`config.mk`:
```
export PLATFORM = sky130hd
export DESIGN_NAME = button_click_classifier
export DESIGN_NICKNAME = d
export VERILOG_FILES = /design/src/design/bcc_pkg.sv /design/src/design/button_click_classifier.sv
export SDC_FILE = /design/constraint.sdc
export NUM_CORES = 1
export LEC_CHECK = 0
export BUFFER_PORTS_ARGS = -buffer_cell sky130_fd_sc_hd__buf_2
export CORE_ASPECT_RATIO = 1.4
export CORE_UTILIZATION = 60
export DETAILED_ROUTE_END_ITERATION = 7
export GPL_ROUTABILITY_DRIVEN = 0
export GPL_TIMING_DRIVEN = 0
export PLACE_DENSITY_LB_ADDON = 0.3
export SLEW_MARGIN = 20
export SYNTH_ARGS = -nofsm -noshare
export SYNTH_HDL_FRONTEND = slang
export SYNTH_SLANG_ARGS = --single-unit
```
`constraint.sdc`:
```
create_clock -name i_clk -period 5.9 [get_ports i_clk]
set_input_delay 1.18 -clock i_clk [delete_from_list [all_inputs] [get_ports i_clk]]
set_output_delay 1.18 -clock i_clk [all_outputs]
set_load 0.1 [all_outputs]
```
`src/design/bcc_pkg.sv`:
```
// Package: payload types, event codes and register indexes for the button click classifier.
`timescale 1ns / 1ps
`default_nettype none

package bcc_pkg;

    localparam int CFG_IDX_W  = 1;
    localparam int CFG_DATA_W = 32;
    localparam int TS_W       = 32;
    localparam int WIN_W      = 8;
    localparam int CLICK_W    = 2;

    localparam logic [CFG_IDX_W-1:0] CFG_WINDOW_LEN = 1'd0;
    localparam logic [CFG_IDX_W-1:0] CFG_TIMEOUT    = 1'd1;

    localparam logic [WIN_W-1:0] WINDOW_LEN_RST = 8'd100;
    localparam logic [TS_W-1:0]  TIMEOUT_RST    = 32'd500;

    localparam logic [CLICK_W-1:0] CLICK_MAX = 2'd3;

    typedef enum logic [2:0] {
        EV_NONE        = 3'd0,
        EV_SINGLE      = 3'd1,
        EV_DOUBLE      = 3'd2,
        EV_SINGLE_LONG = 3'd3,
        EV_DOUBLE_LONG = 3'd4
    } t_event;

    typedef struct packed {
        logic            sample;
        logic [TS_W-1:0] timestamp;
    } t_in_item;

    typedef struct packed {
        t_event event_res;
        logic   held;
    } t_out_item;

endpackage

`default_nettype wire

```
`src/design/button_click_classifier.sv`:
```
// Top level: debounced button sampler that classifies single, double and long clicks.
//
// Usage:
//   Input channel (i_in_valid / o_in_ready / i_in): one raw button sample and a
//   timestamp per transfer. Output channel (o_out_valid / i_out_ready / o_out):
//   exactly one result per input transfer, in order: event code and debounced level.
//   Configuration: i_cfg_we writes i_cfg_data into register i_cfg_idx
//   (0 window_len, 1 timeout) at the clock edge; write only while idle.
// Pipeline: the input transfer loads the input register, which loads the result
//   register when the result register is empty or taken; o_out_valid rises as the
//   result register loads. Throughput: one item per cycle while the output does not
//   stall; the state update is a single pass of run counters, one 32-bit subtract
//   and the window and timeout compares between the input and result registers.
// Reset (i_rst_n low, synchronous): both stages empty, button released, run
//   history as a full window of zeros, click count and press time zero,
//   window_len 100, timeout 500.
// Stall: while i_out_ready is low the result holds; the input register still
//   takes one more transfer, then o_in_ready drops until the result moves.
`timescale 1ns / 1ps
`default_nettype none

module button_click_classifier #(
    parameter int MAX_WINDOW = 128
) (
    input  wire                           i_clk,
    input  wire                           i_rst_n,
    input  wire                           i_cfg_we,
    input  wire [bcc_pkg::CFG_IDX_W-1:0]  i_cfg_idx,
    input  wire [bcc_pkg::CFG_DATA_W-1:0] i_cfg_data,
    input  wire                           i_in_valid,
    output logic                          o_in_ready,
    input  bcc_pkg::t_in_item             i_in,
    output logic                          o_out_valid,
    input  wire                           i_out_ready,
    output bcc_pkg::t_out_item            o_out
);
    import bcc_pkg::*;

    localparam int RUN_W = $clog2(MAX_WINDOW + 1);
    localparam int CMP_W = (RUN_W > WIN_W) ? RUN_W : WIN_W;
    localparam logic [RUN_W-1:0] RUN_MAX = RUN_W'(MAX_WINDOW);
    localparam logic [CMP_W-1:0] WIN_MAX = CMP_W'(MAX_WINDOW);
    localparam logic [CMP_W-1:0] WIN_ONE = CMP_W'(1);

    logic [WIN_W-1:0]   r_window_len;
    logic [TS_W-1:0]    r_timeout;

    logic               r_s1_valid;
    t_in_item           r_s1;
    logic               r_out_valid;
    t_out_item          r_out;

    logic               r_is_held;
    logic [RUN_W-1:0]   r_true_run;
    logic [RUN_W-1:0]   r_false_run;
    logic [CLICK_W-1:0] r_click_count;
    logic [TS_W-1:0]    r_press_time;

    logic               n_is_held;
    logic [RUN_W-1:0]   n_true_run;
    logic [RUN_W-1:0]   n_false_run;
    logic [CLICK_W-1:0] n_click_count;
    logic [TS_W-1:0]    n_press_time;
    t_out_item          n_out;

    logic               out_move;
    logic               s1_fire;
    logic [CMP_W-1:0]   win_ext;
    logic [CMP_W-1:0]   win_eff;
    logic               press;
    logic               release_ok;
    logic [TS_W-1:0]    elapsed;
    logic [CLICK_W-1:0] click_mid;
    logic               timer_fire;
    t_event             ev;

    assign out_move    = !r_out_valid || i_out_ready;
    assign s1_fire     = r_s1_valid && out_move;
    assign o_in_ready  = !r_s1_valid || out_move;
    assign o_out_valid = r_out_valid;
    assign o_out       = r_out;

    always_comb begin
        win_ext = CMP_W'(r_window_len);
        if (win_ext == '0) begin
            win_eff = WIN_ONE;
        end else if (win_ext > WIN_MAX) begin
            win_eff = WIN_MAX;
        end else begin
            win_eff = win_ext;
        end

        if (r_s1.sample) begin
            n_true_run  = (r_true_run < RUN_MAX) ? r_true_run + RUN_W'(1) : r_true_run;
            n_false_run = '0;
        end else begin
            n_false_run = (r_false_run < RUN_MAX) ? r_false_run + RUN_W'(1) : r_false_run;
            n_true_run  = '0;
        end

        press      = !r_is_held && (CMP_W'(n_true_run) >= win_eff);
        release_ok = r_is_held && (CMP_W'(n_false_run) >= win_eff);
        elapsed    = r_s1.timestamp - r_press_time;

        n_press_time = press ? r_s1.timestamp : r_press_time;
        n_is_held    = press ? 1'b1 : (release_ok ? 1'b0 : r_is_held);

        click_mid = r_click_count;
        if (release_ok && (elapsed < r_timeout) && (r_click_count != CLICK_MAX)) begin
            click_mid = r_click_count + CLICK_W'(1);
        end

        // a fresh press restarts the timer at zero elapsed time
        timer_fire = !press && (elapsed > r_timeout);

        ev = EV_NONE;
        if (timer_fire) begin
            if (n_is_held) begin
                if (click_mid == 2'd0) begin
                    ev = EV_SINGLE_LONG;
                end else if (click_mid == 2'd1) begin
                    ev = EV_DOUBLE_LONG;
                end
            end else begin
                if (click_mid == 2'd1) begin
                    ev = EV_SINGLE;
                end else if (click_mid == 2'd2) begin
                    ev = EV_DOUBLE;
                end
            end
        end
        n_click_count = timer_fire ? '0 : click_mid;

        n_out.event_res = ev;
        n_out.held      = n_is_held;
    end

    always_ff @(posedge i_clk) begin
        if (!i_rst_n) begin
            r_window_len  <= WINDOW_LEN_RST;
            r_timeout     <= TIMEOUT_RST;
            r_s1_valid    <= 1'b0;
            r_out_valid   <= 1'b0;
            r_is_held     <= 1'b0;
            r_true_run    <= '0;
            r_false_run   <= RUN_MAX;
            r_click_count <= '0;
            r_press_time  <= '0;
        end else begin
            if (i_cfg_we) begin
                unique case (i_cfg_idx)
                    CFG_WINDOW_LEN: r_window_len <= i_cfg_data[WIN_W-1:0];
                    CFG_TIMEOUT:    r_timeout    <= i_cfg_data[TS_W-1:0];
                    default:        ;
                endcase
            end
            if (o_in_ready) begin
                r_s1_valid <= i_in_valid;
            end
            if (out_move) begin
                r_out_valid <= r_s1_valid;
            end
            if (s1_fire) begin
                r_is_held     <= n_is_held;
                r_true_run    <= n_true_run;
                r_false_run   <= n_false_run;
                r_click_count <= n_click_count;
                r_press_time  <= n_press_time;
            end
        end
    end

    always_ff @(posedge i_clk) begin
        if (o_in_ready && i_in_valid) begin
            r_s1 <= i_in;
        end
        if (s1_fire) begin
            r_out <= n_out;
        end
    end

    a_held_tracks_state: assert property (@(posedge i_clk) disable iff (!i_rst_n)
        s1_fire |=> (o_out.held == r_is_held))
        else $error("result level differs from debounced state");

    a_short_events_released: assert property (@(posedge i_clk) disable iff (!i_rst_n)
        o_out_valid && (o_out.event_res == EV_SINGLE || o_out.event_res == EV_DOUBLE)
        |-> !o_out.held)
        else $error("click event reported while held");

    a_long_events_held: assert property (@(posedge i_clk) disable iff (!i_rst_n)
        o_out_valid && (o_out.event_res == EV_SINGLE_LONG ||
                        o_out.event_res == EV_DOUBLE_LONG)
        |-> o_out.held)
        else $error("long event reported while released");

    a_runs_exclusive: assert property (@(posedge i_clk) disable iff (!i_rst_n)
        !((r_true_run != '0) && (r_false_run != '0)))
        else $error("true and false runs both nonzero");

endmodule

`default_nettype wire

```
# == After elaboration in Yosys (flattened, before gate mapping) ==
# Cells that the tools add are included.
# word_totals
inputBits,71
output_inout_bits,6
reg_bits,130
wordCells,61
# classes
bitwise,1
addsub,4
reduce_logical,18
n_lt_le_gt_ge,7
n_mux,15
eq_ne,3
# ops
cell,n
8-bit 2-to-1 mux,6
32-bit > comparator,1
32-bit < comparator,1
32-bit subtractor,1
8-bit by 1-bit adder with 8-bit output (second input constant),2
8-bit >= comparator,2
8-bit < comparator (second input constant),2
3-bit 2-to-1 mux,3
8-bit > comparator (second input constant),1
8-bit logical NOT,1
2-bit 2-to-1 mux,4
1-bit logical AND,7
2-bit AND reduction,3
1-bit logical NOT,4
2-bit by 1-bit adder with 2-bit output (second input constant),1
2-bit by 1-bit equality test with 1-bit output (second input constant),1
2-bit equality test (second input constant),1
2-bit logical NOT,1
1-bit logical OR,2
1-bit 2-to-1 mux,2
2-bit inequality test (second input constant),1
1-bit inverter,1

# == Depth between registers and ports, before layout ==
# Gate-level depths: netlist (run 1).
# depth
depth_word,12
mapped_depth,23
mapped_depth_nobuf,23

# == Worst setup path before layout (run 1) ==
# Ideal clock, no wire load.
# synth_timing
kind,flip-flop to flip-flop
from,register r_s1[0] in the netlist's numbering
to,register r_click_count[0]
path_slack_ns,1.631
synth_period_minus_slack_ns,4.269
required_ns,5.805
stages_incl_launch_ff,23
t_arrival_ns,4.174
path_cell_list,edfxtp_1 > inv_1 > ha_1 > inv_1 > fa_1 > a21o_1 > a41o_1 > o2111ai_2 > a31o_4 > a31oi_4 > a211o_2 > a221o_1 > a21oi_2 > xnor2_1 > ha_1 > a21o_1 > a21oi_1 > o21ai_0 > a21oi_1 > o21ai_0 > o311ai_1 > nand2_1 > a221oi_1
# synth_via
elab_chain_cells,6
word_cells_on_any_way,8
classes_between,1 x add/sub; 2 x order compare; 2 x mux; 3 x reduce/logical
# synth_lines
item,line_no,text
from (decl),button_click_classifier.sv:49,t_in_item r_s1;
from (signal assigned),button_click_classifier.sv:175,r_s1 <= i_in;
32-bit subtractor (*),button_click_classifier.sv:103,elapsed = r_s1.timestamp - r_press_time;
32-bit < comparator,button_click_classifier.sv:109,if (release_ok && (elapsed < r_timeout) && (r_click_count != CLICK_MAX)) begin
1-bit logical AND (2 in series),button_click_classifier.sv:109,
2-bit 2-to-1 mux,button_click_classifier.sv:109,
2-bit 2-to-1 mux (*),button_click_classifier.sv:132,n_click_count = timer_fire ? '0 : click_mid;
to (signal assigned),button_click_classifier.sv:167,r_click_count <= n_click_count;
to (decl),button_click_classifier.sv:56,logic [CLICK_W-1:0] r_click_count;
# Mark *: on every way between the ends. The rest lies on a longest branch, timed or not.
# A chain may end at the register's enable or synchronous reset.

# == Final worst setup path (run 1) ==
# Ends and elaborated chain as after synthesis.

==> results.md, run 1 <==
* Clock tree buffer depth at 2
* Worst Tran Pin Value at 688 ps
* Antenna Nets Post-Route at 0
* Clock skew at between 5 and 6 ps
* Most area-consuming cells after synthesis: dfxtp_1 25%, edfxtp_1 15%, ha_1 14%, nand2_1 9.4%, a21oi_1 7.3%
* DRT iter0 DRCs at 281
* Crit. End Element: flop
* Grt met2 use at 0.495
* Sink Count at 130
* Synthesis-stage register bit count at 130
* Ys flop type: dfxtp_1
* Final period util at 0.826
* R2R cell count at 22
* Die Y at around 130 µm
* Synthesis-to-layout area growth at 15.4%
* Post-synth EDFFs at 37
* Critical Path, Cell by Cell: inv_1 > ha_1 > inv_1 > fa_1 > a21o_1 > a41o_1 > o21bai_1 > a31oi_1 > o21ai_0 > a21oi_1 > a2111oi_0 > o21bai_1 > xor2_1 > ha_1 > a21o_1 > a21oi_1 > o21ai_0 > a21oi_1 > o21ai_0 > o311ai_1 > nand2_1 > a221oi_1
* Worst setup path end: r_click_count[0]
* Routed wire length at 17400 µm
* Fin. Hold Viols at 0
* Synth Cell Area at 7570 µm²
* Initial antenna violation count at 0
* DR WL/cell at around 15 µm
* Largest net degree at the start of global routing at 33
* GR Util All Layers at 0.273
* Critical Path Start Type: flop
* Most frequent cell after synthesis: nand2_1
* Fillers at 974
* Sequential share of the synthesized area at 0.393
* Leakage at 3.50 nW
* Synth Instances at around 910
* Final Cell Area at 8740 µm²
* Antenna Cells at 0
* Top cell type by total area after synthesis: dfxtp_1
* Worst-path clk slew at approximately 60 ps
* First-pass DRT Iterations at 5
* Crit-path slowest cell: a2111oi_0
* Synthesized area per cell at 8.34 µm²
* Cell area after placement at approximately 8200 µm²
* Rows at 48
* Minimum clock period at roughly 4900 ps
* Worst vdd ir at approximately 0.20 mV
* Peak Freq at approximately 210 MHz
* PortBufs at between 70 and 80
* Largest delay contributor family on the critical path: compound AO/OA/AOI/OAI gates
* Ratio of cells with drive above 1 in the final layout at 0.113
* Slew Limit Fails at 0
* Starting Density at 0.615
* FFs w/ async S/R, synth at 0
* PwrDens at approximately 270 nW/µm²
* Nets at between 1000 and 1500
* Cts bufs inserted at 17
* Worst R2R Start: r_s1[0]
* WS Path Type: flop to flop
* GRT overflow at 0
* Htree depth at 4
* Crit-path max FO at 4
* Clock Tree Root: clkbuf_16
* Core Area at roughly 12000 µm²
* Via density per instance at ~5.6
* Hold/Removal Path Class: flop to flop
* Die width at a little under 100 µm
* RSZ-0062 raised after global routing: false
* CTS-repair resized insts at 0
* Max cap viols at 0
* Worst endpoint data arrival time at 5200 ps
* Worst setup startpoint: r_s1[0]
* Cell variety after synth at 55
* I/O pins at 77
* Met3 Use GR at 0.0580
* DRC viols at 0
* Final Setup Violations at 0
* Largest stage delay, worst path at 540 ps
* Status: complete, no violations
* Reg2reg end: r_click_count[0]
* CP Depth at 22
* Setup TNS at 0 ps
* Post-CTS Setup Inserts at 0
* Via Count at ~6500
* Crit path buf inv count at 2
* Routing usage on met1 at 0.295
* Syn Nets at ~1100
* Critical Path RT at ~6200 ps
* Most common library cells after synthesis: 190 x nand2_1, 111 x a21oi_1, 93 x dfxtp_1
* Top-area cell type share of the netlist area at 0.246
* R2R Setup Slk at around 1000 ps
* Synth Warn # at 0
* Die Area at between 10000 and 15000 µm²
* CTS tree: yes
* First-pass GRT wire length at around 28000 µm
* Number of global-route vias before repair at ~6300
* DP Wirelength at roughly 13000 µm
* Clk_lat worst skew at 420 ps
* Max-slew headroom at 0.541
* Hold-fix buffers at CTS at 0
* Global-route layer with the greatest usage: met2
[metal layers]
layer	share of wire	vias to the layer above
li1	-	3295
met1	0.40	3024
met2	0.51	167
met3	0.042	49
met4	0.042	0
met5	0	-
[layout by cell type (no fill, tap or decap), types with 4 or more instances in the layout]
cell / synthesis / final
a21o_1: 27 / 27
o211ai_1: 6 / 6
a21oi_1: 111 / 111
xor2_1: 19 / 19
mux2i_1: 5 / 5
nor3_1: 4 / 4
nand3_1: 16 / 16
o21a_1: 6 / 6
o21ai_0: 31 / 31
nor2b_1: 15 / 15
edfxtp_1: 37 / 37
clkinv_2: 0 / 4
nand2b_1: 11 / 11
clkbuf_16: 0 / 17
nand4_1: 13 / 13
inv_1: 73 / 73
clkbuf_1: 30 / 33
buf_2: 0 / 76
xnor2_1: 22 / 22
nand2_1: 190 / 190
nor2_1: 54 / 54
ha_1: 82 / 82
o21bai_1: 5 / 5
and2_1: 8 / 7
and3_1: 4 / 4
dfxtp_1: 93 / 93
[logic make-up after synthesis]
family	count (synthesis)	synth area share
fa+ha+maj	83	0.138
compound gates	218	0.177
buf+inv	107	0.0530
flops	130	0.393
simple gates	324	0.185
xor+xnor	41	0.0474
mux	5	0.00661
[worst reg2reg max path: cells and delay by family (launching register included)]
kind                     cells  cell delay (ps)
AND/OR/NAND/NOR              1              150
adder cells (fa/ha/maj)      3              880
buffers and inverters        2              120
AO/OA/AOI/OAI               15             3060
XOR/XNOR                     1              160
flip-flops                   1              400
[worst min path at each step]
stage / depth (start not counted) / to / slack (ps) / start
CTS: 2 / r_press_time[15] / 450 / r_press_time[15]
global route: 2 / r_press_time[28] / 470 / r_press_time[28]
detailed placement: 2 / r_press_time[15] / 450 / r_press_time[15]
finish: 2 / r_press_time[3] / 450 / r_press_time[3]
global placement: 2 / r_press_time[17] / 440 / r_press_time[17]
floorplan: 2 / r_window_len[0] / 440 / r_window_len[0]
[area by class of cell]
class,count,area (µm²),share of cell area
timing repair buffer,77,400,0.0458
inverter,75,282,0.0322
clock buffer,20,437,0.0500
sequential,130,2970,0.340
multi-input combinational,671,4200,0.480
tap,150,188,0.0215
buffer,32,120,0.0137
clock inverter,12,140,0.0160
[metrics by stage]
step                cells  hold slack (ps)  worst slack (ps)  utilization  power [mW]
floorplan             908              436              1630            -        1.21
global placement     1134              442              1180        0.661        1.30
detailed placement   1135              447              1070        0.663        1.31
CTS                  1167              454              1060        0.710        2.35
global route         1167              470               737        0.710        2.43
finish               1167              453              1030        0.710        2.34
[power by group]
group | internal (mW) | total (mW) | switching (mW)
combinational | 0.135 | 0.330 | 0.195
sequential | 0.951 | 0.969 | 0.0176
clock | 0.657 | 1.04 | 0.386
[flip-flops by register name, indices dropped and copies added, names as in the netlist]
| name | count |
|---|---|
| r_s1 | 33 |
| r_press_time | 32 |
| r_timeout | 32 |
| r_false_run | 8 |
| r_true_run | 8 |
| r_window_len | 8 |
| o_out | 4 |
| r_click_count | 2 |
| o_out_valid | 1 |
| r_is_held | 1 |
| r_s1_valid | 1 |
No activity file was read; power rests on OpenSTA's default activity.
==> inputs of run 2 (changes only) <==
--- a/config.mk
+++ b/config.mk
@@ -7,7 +7,7 @@
 export LEC_CHECK = 0
 export BUFFER_PORTS_ARGS = -buffer_cell sky130_fd_sc_hd__buf_2
 export CORE_ASPECT_RATIO = 1.4
-export CORE_UTILIZATION = 60
+export CORE_UTILIZATION = 54
 export DETAILED_ROUTE_END_ITERATION = 7
 export GPL_ROUTABILITY_DRIVEN = 0
 export GPL_TIMING_DRIVEN = 0
==> constraint.sdc (replaced) <==
create_clock -name i_clk -period 4.28 [get_ports i_clk]
set_input_delay 0.856 -clock i_clk [delete_from_list [all_inputs] [get_ports i_clk]]
set_output_delay 0.856 -clock i_clk [all_outputs]
set_load 0.1 [all_outputs]
==> run 2 against run 1 <==
- the flow now finishes with violations (setup timing)
- cell count rose by 3.6%
- die area is 11% higher
- final area increased by 2.4%
- sequential share of layout area fell by 0.80 points
==> results.md, run 2 (same netlist as run 1, synthesis figures left out) <==
* Initial antenna violation count at 0 (unchanged)
* Largest delay contributor family on the critical path: compound AO/OA/AOI/OAI gates
* Ratio of cells with drive above 1 in the final layout at 0.145 (+0.0320)
* Fin. Hold Viols at 0 (unchanged)
* Commonest non-fill, non-tap cell in the layout: nand2_1
* PwrDens at 357 nW/µm² (+33%)
* Placed insts at 1167 (+2.8%)
* Biggest register: r_s1
* Worst vdd ir at 0.348 mV (+71%)
* Hold Crit Start: r_press_time[6]
* Max reg flops at 33 (unchanged)
* Hold depth at 2 (unchanged)
* Hold Path End: r_press_time[6]
* First-pass GRT wire length at 28600 µm (+1.3%)
* DP Wirelength at 12700 µm (-1.2%)
* GRT overflow at 0 (unchanged)
* Hold/Removal Path Class: flop to flop
* Htree depth at 4 (unchanged)
* Synthesis-to-layout area growth at 18.2%
* GR Util All Layers at 0.256 (-0.0166)
* DRT iter0 DRCs at 244 (-13%)
* Critical Path, Cell by Cell: inv_1 > ha_2 > inv_2 > fa_2 > a21o_1 > a41o_1 > o2111ai_2 > a31o_4 > a31oi_4 > a211o_4 > a221o_1 > a21oi_2 > xnor2_1 > ha_1 > a21o_1 > a21oi_1 > o21ai_1 > a21oi_2 > o211a_1 > nor2_2 > xnor2_2 > nor3_2
* RSZ-0062 raised after global routing: true
* Critical Path RT at 4450 ps (-1780 ps)
* Clock skew at 7.24 ps (+1.76 ps)
* PortBufs at 76 (unchanged)
* First-pass DRT Iterations at 5 (unchanged)
* WS Path Type: flop to flop
* Routed wire length at 17300 µm (-0.35%)
* Final period util at 1.05 (+0.228)
* Antenna Cells at 0 (unchanged)
* Worst Tran Pin Value at 909 ps (+221 ps)
* Rows at 50 (+4.2%)
* Clk_lat worst skew at 430 ps (about the same)
* Biggest registers after layout: r_s1 (33), r_press_time (32), r_timeout (32)
* Via density per instance at 5.36 (-4.3%)
* Final Setup Violations at 5 (+5)
* Cell area after placement at 8200 µm² (+0.49%)
* Peak Freq at 222 MHz (+8.0%)
* Number of global-route vias before repair at 6374 (+1.0%)
* Failing checks: setup timing
* Final worst setup slack at -230 ps (-1260 ps)
* Core Area at 13500 µm² (+9.8%)
* Die Y at 142 µm (+5.3%)
* Leakage at 3.60 nW (+2.9%)
* DR WL/cell at 14.3 µm (-3.8%)
* Nets at 1168 (+0.86%)
* Cts bufs inserted at 17 (unchanged)
* Crit path buf inv count at 2 (unchanged)
* Minimum clock period at 4510 ps (-361 ps)
* Crit-path slowest cell: edfxtp_1
* Fin cells at 1209 (+3.6%)
* Clock tree buffer depth at 2 (unchanged)
* Worst endpoint data arrival time at 4680 ps (-520 ps)
* Worst R2R Start: r_s1[0]
* Largest stage delay, worst path at 380 ps (-160 ps)
* I/O pins at 77 (unchanged)
* Clock Tree Root: clkbuf_16
* Die width at 102 µm (+5.3%)
* Crit-path max FO at 3 (-1)
* Reg2reg end: o_out[1]
* R2R cell count at 22 (unchanged)
* R2R Setup Slk at -230 ps (-1260 ps)
* Starting Density at 0.560 (-0.0547)
* Status: finished, violations left
* Die Area at 14500 µm² (+11%)
* Slew Limit Fails at 0 (unchanged)
* Largest net degree at the start of global routing at 33 (unchanged)
* Hold-fix buffers at CTS at 0 (unchanged)
* Most frequent cells in the layout: 189 x nand2_1, 109 x a21oi_1, 93 x dfxtp_1, 79 x ha_1, 76 x buf_2
* CTS tree: yes
* Crit. End Element: flop
* Final Cell Area at 8950 µm² (+2.4%)
* Sink Count at 130 (unchanged)
* Via Count at 6482 (-0.81%)
* Antenna Nets Post-Route at 0 (unchanged)
* Worst-path clk slew at 60 ps (about the same)
* Critical Path Start Type: flop
* DRC viols at 0 (unchanged)
* Max-slew headroom at 0.393 (-0.149)
* Max cap viols at 0 (unchanged)
[run 2: changes by cell type in the layout (fill, tap and decap cells not counted), sizes merged]
cell / change
clkinvlp: -3
bufinv: -2
inv: +1
clkinv: +2
buf: +10
clkbuf: +2
[run 2: final cells by class]
class / instances / area [µm²]
Buffer: 32 / 120
Clock buffer: 22 / 485
Clock inverter: 10 / 80.1
Fill cell: 1188 / 4570
Inverter: 75 / 282
Multi-Input combinational cell: 671 / 4300
Sequential cell: 130 / 2970
Tap cell: 182 / 228
Timing Repair Buffer: 87 / 475
[run 2: how the worst max path moves through the flow]
stage                  from          endpoint  slack (ps)  cells after the start
finish              r_s1[0]          o_out[1]        -230                     22
floorplan           r_s1[0]  r_click_count[0]          10                     22
global placement    r_s1[0]  r_click_count[0]        -430                     20
global route        r_s1[0]  r_click_count[0]        -380                     22
CTS                 r_s1[0]          o_out[1]        -250                     22
detailed placement  r_s1[0]  r_click_count[0]        -500                     20
[run 2: what timing repair did]
item                                    CTS  global route
endpoints found under the setup margin    5             5
pin swaps                                19            13
buffers inserted                          5             5
resized for setup                        21             8
[run 2: layer usage]
metal / global-route usage / share of wire / routed length (µm)
met1: 0.284 / 0.42 / 7300
met2: 0.440 / 0.49 / 8440
met3: 0.0604 / 0.044 / 756
met4: 0.148 / 0.046 / 793
met5: 0 / 0 / 0
[run 2: stage by stage]
step / power, mW / setup WS (ps) / hold slack, ps / setup TNS, ps / util
after detailed placement: 1.80 / -505 / 446 / -2060 / 0.607
after global routing: 3.34 / -383 / 469 / -1780 / 0.662
after CTS: 3.21 / -249 / 454 / -957 / 0.657
final: 3.20 / -230 / 451 / -977 / 0.662
after floorplan: 1.67 / 10.6 / 436 / 0 / -
after global placement: 1.79 / -429 / 442 / -1920 / 0.605
[run 2: tightest hold or removal path: cells and delay by family (launching register included)]
kind / cells / cell delay [ps]
AO/OA/AOI/OAI: 1 / 50
flip-flops: 1 / 300
AND/OR/NAND/NOR: 1 / 50
[run 2: where the power goes]
group / total [mW] / internal [mW] / switching, mW
registers: 1.34 / 1.31 / 0.0249
clock network: 1.39 / 0.856 / 0.533
logic: 0.474 / 0.198 / 0.275
==> inputs of run 3 (changes only) <==
--- a/config.mk
+++ b/config.mk
@@ -6,8 +6,10 @@
 export NUM_CORES = 1
 export LEC_CHECK = 0
 export BUFFER_PORTS_ARGS = -buffer_cell sky130_fd_sc_hd__buf_2
+export CELL_PAD_IN_SITES_DETAIL_PLACEMENT = 0
+export CELL_PAD_IN_SITES_GLOBAL_PLACEMENT = 2
 export CORE_ASPECT_RATIO = 1.4
-export CORE_UTILIZATION = 54
+export CORE_UTILIZATION = 33
 export DETAILED_ROUTE_END_ITERATION = 7
 export GPL_ROUTABILITY_DRIVEN = 0
 export GPL_TIMING_DRIVEN = 0
==> run 3 against run 2 <==
- non-clock buffer count down 5
- sequential share of layout area fell by 0.60 points
- combinational power increased by 1%
- setup slack better by 48 ps
- utilization down 26 points
- critical path depth stayed put
- worst hold slack improved by 0.99 ps
- sequential power barely moved
- the run still ends with setup timing left
- total power up 3.1%
- cell count rose by 9.4%
- register-to-register slack gained 50 ps
- largest power group unchanged
- routed wire length rose by 13%
==> results.md, run 3 (same netlist as run 1, synthesis figures left out) <==
* WS Path Type: flop to flop
* Final Setup Violations at 5 (unchanged)
* CTS tree: yes
* Number of global-route vias before repair at 6230 (-2.3%)
* I/O pins at 77 (unchanged)
* Via density per instance at 4.76 (-11%)
* Initial antenna violation count at 0 (unchanged)
* Max reg flops at 33 (unchanged)
* Hold-fix buffers at CTS at 0 (unchanged)
* Antenna Cells at 0 (unchanged)
* Sink Count at 130 (unchanged)
* Crit-path slowest cell: edfxtp_1
* Crit-path most repeated cell: a21oi_2
* Leakage at 3.60 nW (about the same)
* Critical Path, Cell by Cell: inv_2 > ha_4 > inv_2 > fa_2 > a21o_1 > a41o_1 > o2111ai_2 > a31o_4 > a31oi_4 > a211o_4 > a221o_1 > a21oi_2 > xnor2_1 > ha_1 > a21o_1 > a21oi_2 > o21ai_1 > a21oi_2 > o211a_1 > nor2_1 > xnor2_1 > nor3_1
* Largest net degree at the start of global routing at 22 (-33%)
* Synthesis-to-layout area growth at 20.3%
* Sequential cell area at 2970 µm² (unchanged)
* Crit-path max FO at 3 (unchanged)
* DR WL/cell at 14.7 µm (+3.1%)
* CP Depth at 22 (unchanged)
* Clk_lat worst skew at 430 ps (about the same)
* Critical Path Start Type: flop
* Hold/Removal Path Class: flop to flop
* Met3 Use GR at 0.0332 (-0.0272)
* Via Count at 6291 (-2.9%)
* Finished Core Util at 0.404 (-0.258)
* Hold depth at 2 (unchanged)
* Crit. End Element: flop
* Die Area at 23600 µm² (+62%)
* Final period util at 1.04 (-0.0113)
* Multi-input gate area at 4310 µm² (about the same)
* PwrDens at 362 nW/µm² (+1.2%)
* Slew Limit Fails at 0 (unchanged)
* Worst-path clk slew at 60 ps (about the same)
* Status: finished, violations left
* RSZ-0062 raised after global routing: true
* Post-place setup slack at -607 ps (-103 ps)
* Routed wire length at 19500 µm (+13%)
* Die width at 130 µm (+27%)
* Cts bufs inserted at 17 (unchanged)
* Die Y at 181 µm (+28%)
* Minimum clock period at 4460 ps (-48.4 ps)
* Fin. Hold Viols at 0 (unchanged)
* Worst Tran Pin Value at 823 ps (-86.0 ps)
* Htree depth at 4 (unchanged)
* Antenna Nets Post-Route at 0 (unchanged)
* Fillers at 2423 (+100%)
* Biggest registers after layout: r_s1 (33), r_press_time (32), r_timeout (32)
* Peak Freq at 224 MHz (+1.1%)
* PortBufs at 76 (unchanged)
* Critical Path RT at 4440 ps (about the same)
* Starting Density at 0.336 (-0.224)
* Global-route layer with the greatest usage: met2
* Total Power at 3.30 mW (+3.1%)
* Clock Tree Root: clkbuf_16
* Grt met2 use at 0.310 (-0.131)
* Biggest register: r_s1
* Core Area at 22500 µm² (+67%)
* Max-slew headroom at 0.450 (+0.0575)
* R2R cell count at 22 (unchanged)
* Largest stage delay, worst path at 400 ps (+20 ps)
* DRC viols at 0 (unchanged)
* Largest delay contributor family on the critical path: compound AO/OA/AOI/OAI gates
* Clock skew at 10.3 ps (+3.04 ps)
* Ratio of cells with drive above 1 in the final layout at 0.140 (-0.00516)
* Routing usage on met1 at 0.217 (-0.0677)
* Clock tree buffer depth at 2 (unchanged)
* Nets at 1163 (-0.43%)
* Commonest non-fill, non-tap cell in the layout: nand2_1
* Max cap viols at 0 (unchanged)
* DRT iter0 DRCs at 240 (-1.6%)
* Final worst setup slack at -181 ps (+48.4 ps)
* First-pass DRT Iterations at 4 (-1)
* First-pass GRT wire length at 31700 µm (+11%)
* Worst endpoint data arrival time at 4630 ps (-50 ps)
* DP Wirelength at 15300 µm (+20%)
* Most frequent cells in the layout: 188 x nand2_1, 108 x a21oi_1, 93 x dfxtp_1, 81 x ha_1, 76 x buf_2
* Crit path buf inv count at 2 (unchanged)
* Failing checks: setup timing
* Rows at 65 (+30%)
* GRT overflow at 0 (unchanged)
* GR Util All Layers at 0.177 (-0.0786)
* Worst vdd ir at 0.292 mV (-16%)
[run 3: cell count changes in the layout (fill, tap and decap cells not counted), moves of 2 or more]
cell       change
ha_1           +2
clkbuf_16      +3
buf_4          -5
ha_2           -3
nor2_2         -2
nor2_1         +2
[run 3: path summary, 6_finish.rpt]
kind / endpoint / slack (ps) / from
max: o_out[1] / -180 / r_s1[0]
min: r_press_time[6] / 450 / r_press_time[6]
max reg2reg: o_out[1] / -180 / r_s1[0]
min reg2reg: r_press_time[6] / 450 / r_press_time[6]
[run 3: worst min-delay path, delay by kind of cell (launching register included)]
family / cells / cell delay [ps]
flops: 1 / 300
simple gates: 1 / 50
compound gates: 1 / 50
[run 3: repair_timing]
item,CTS,global route
buffers inserted,5,0
gates resized for setup,19,11
setup endpoints to repair,5,5
hold endpoints to repair,0,0
pin swaps,15,14
[run 3: final cells by class]
cell class	instances	share of cell area
buffer	32	0.0132
timing repair buffer	82	0.0489
clock buffer	25	0.0626
clock inverter	7	0.00398
sequential	130	0.326
tap	301	0.0413
inverter	75	0.0309
multi-input combinational	671	0.473
[run 3: per-stage QoR]
step / cell area (µm²) / TNS [ps] / cells / hold slack, ps
final: 9110 / -505 / 1323 / 452
after global placement: 8330 / -2620 / 1285 / 442
after floorplan: 7570 / 0 / 908 / 436
after detailed placement: 8360 / -2580 / 1286 / 447
after CTS: 9070 / -1250 / 1323 / 455
after global routing: 9110 / -1840 / 1323 / 467
[run 3: power by group]
| group | leakage [nW] | switching, mW | internal, mW | total (mW) |
|---|---|---|---|---|
| clock network | 0.309 | 0.560 | 0.920 | 1.48 |
| registers | 1.12 | 0.0258 | 1.31 | 1.34 |
| logic | 2.17 | 0.281 | 0.200 | 0.480 |
[run 3: layer usage]
layer | up-vias | part of all wire
met3 | 19 | 0.027
met4 | 0 | 0.016
met2 | 89 | 0.49
met1 | 2868 | 0.47
met5 | - | 0
li1 | 3315 | -
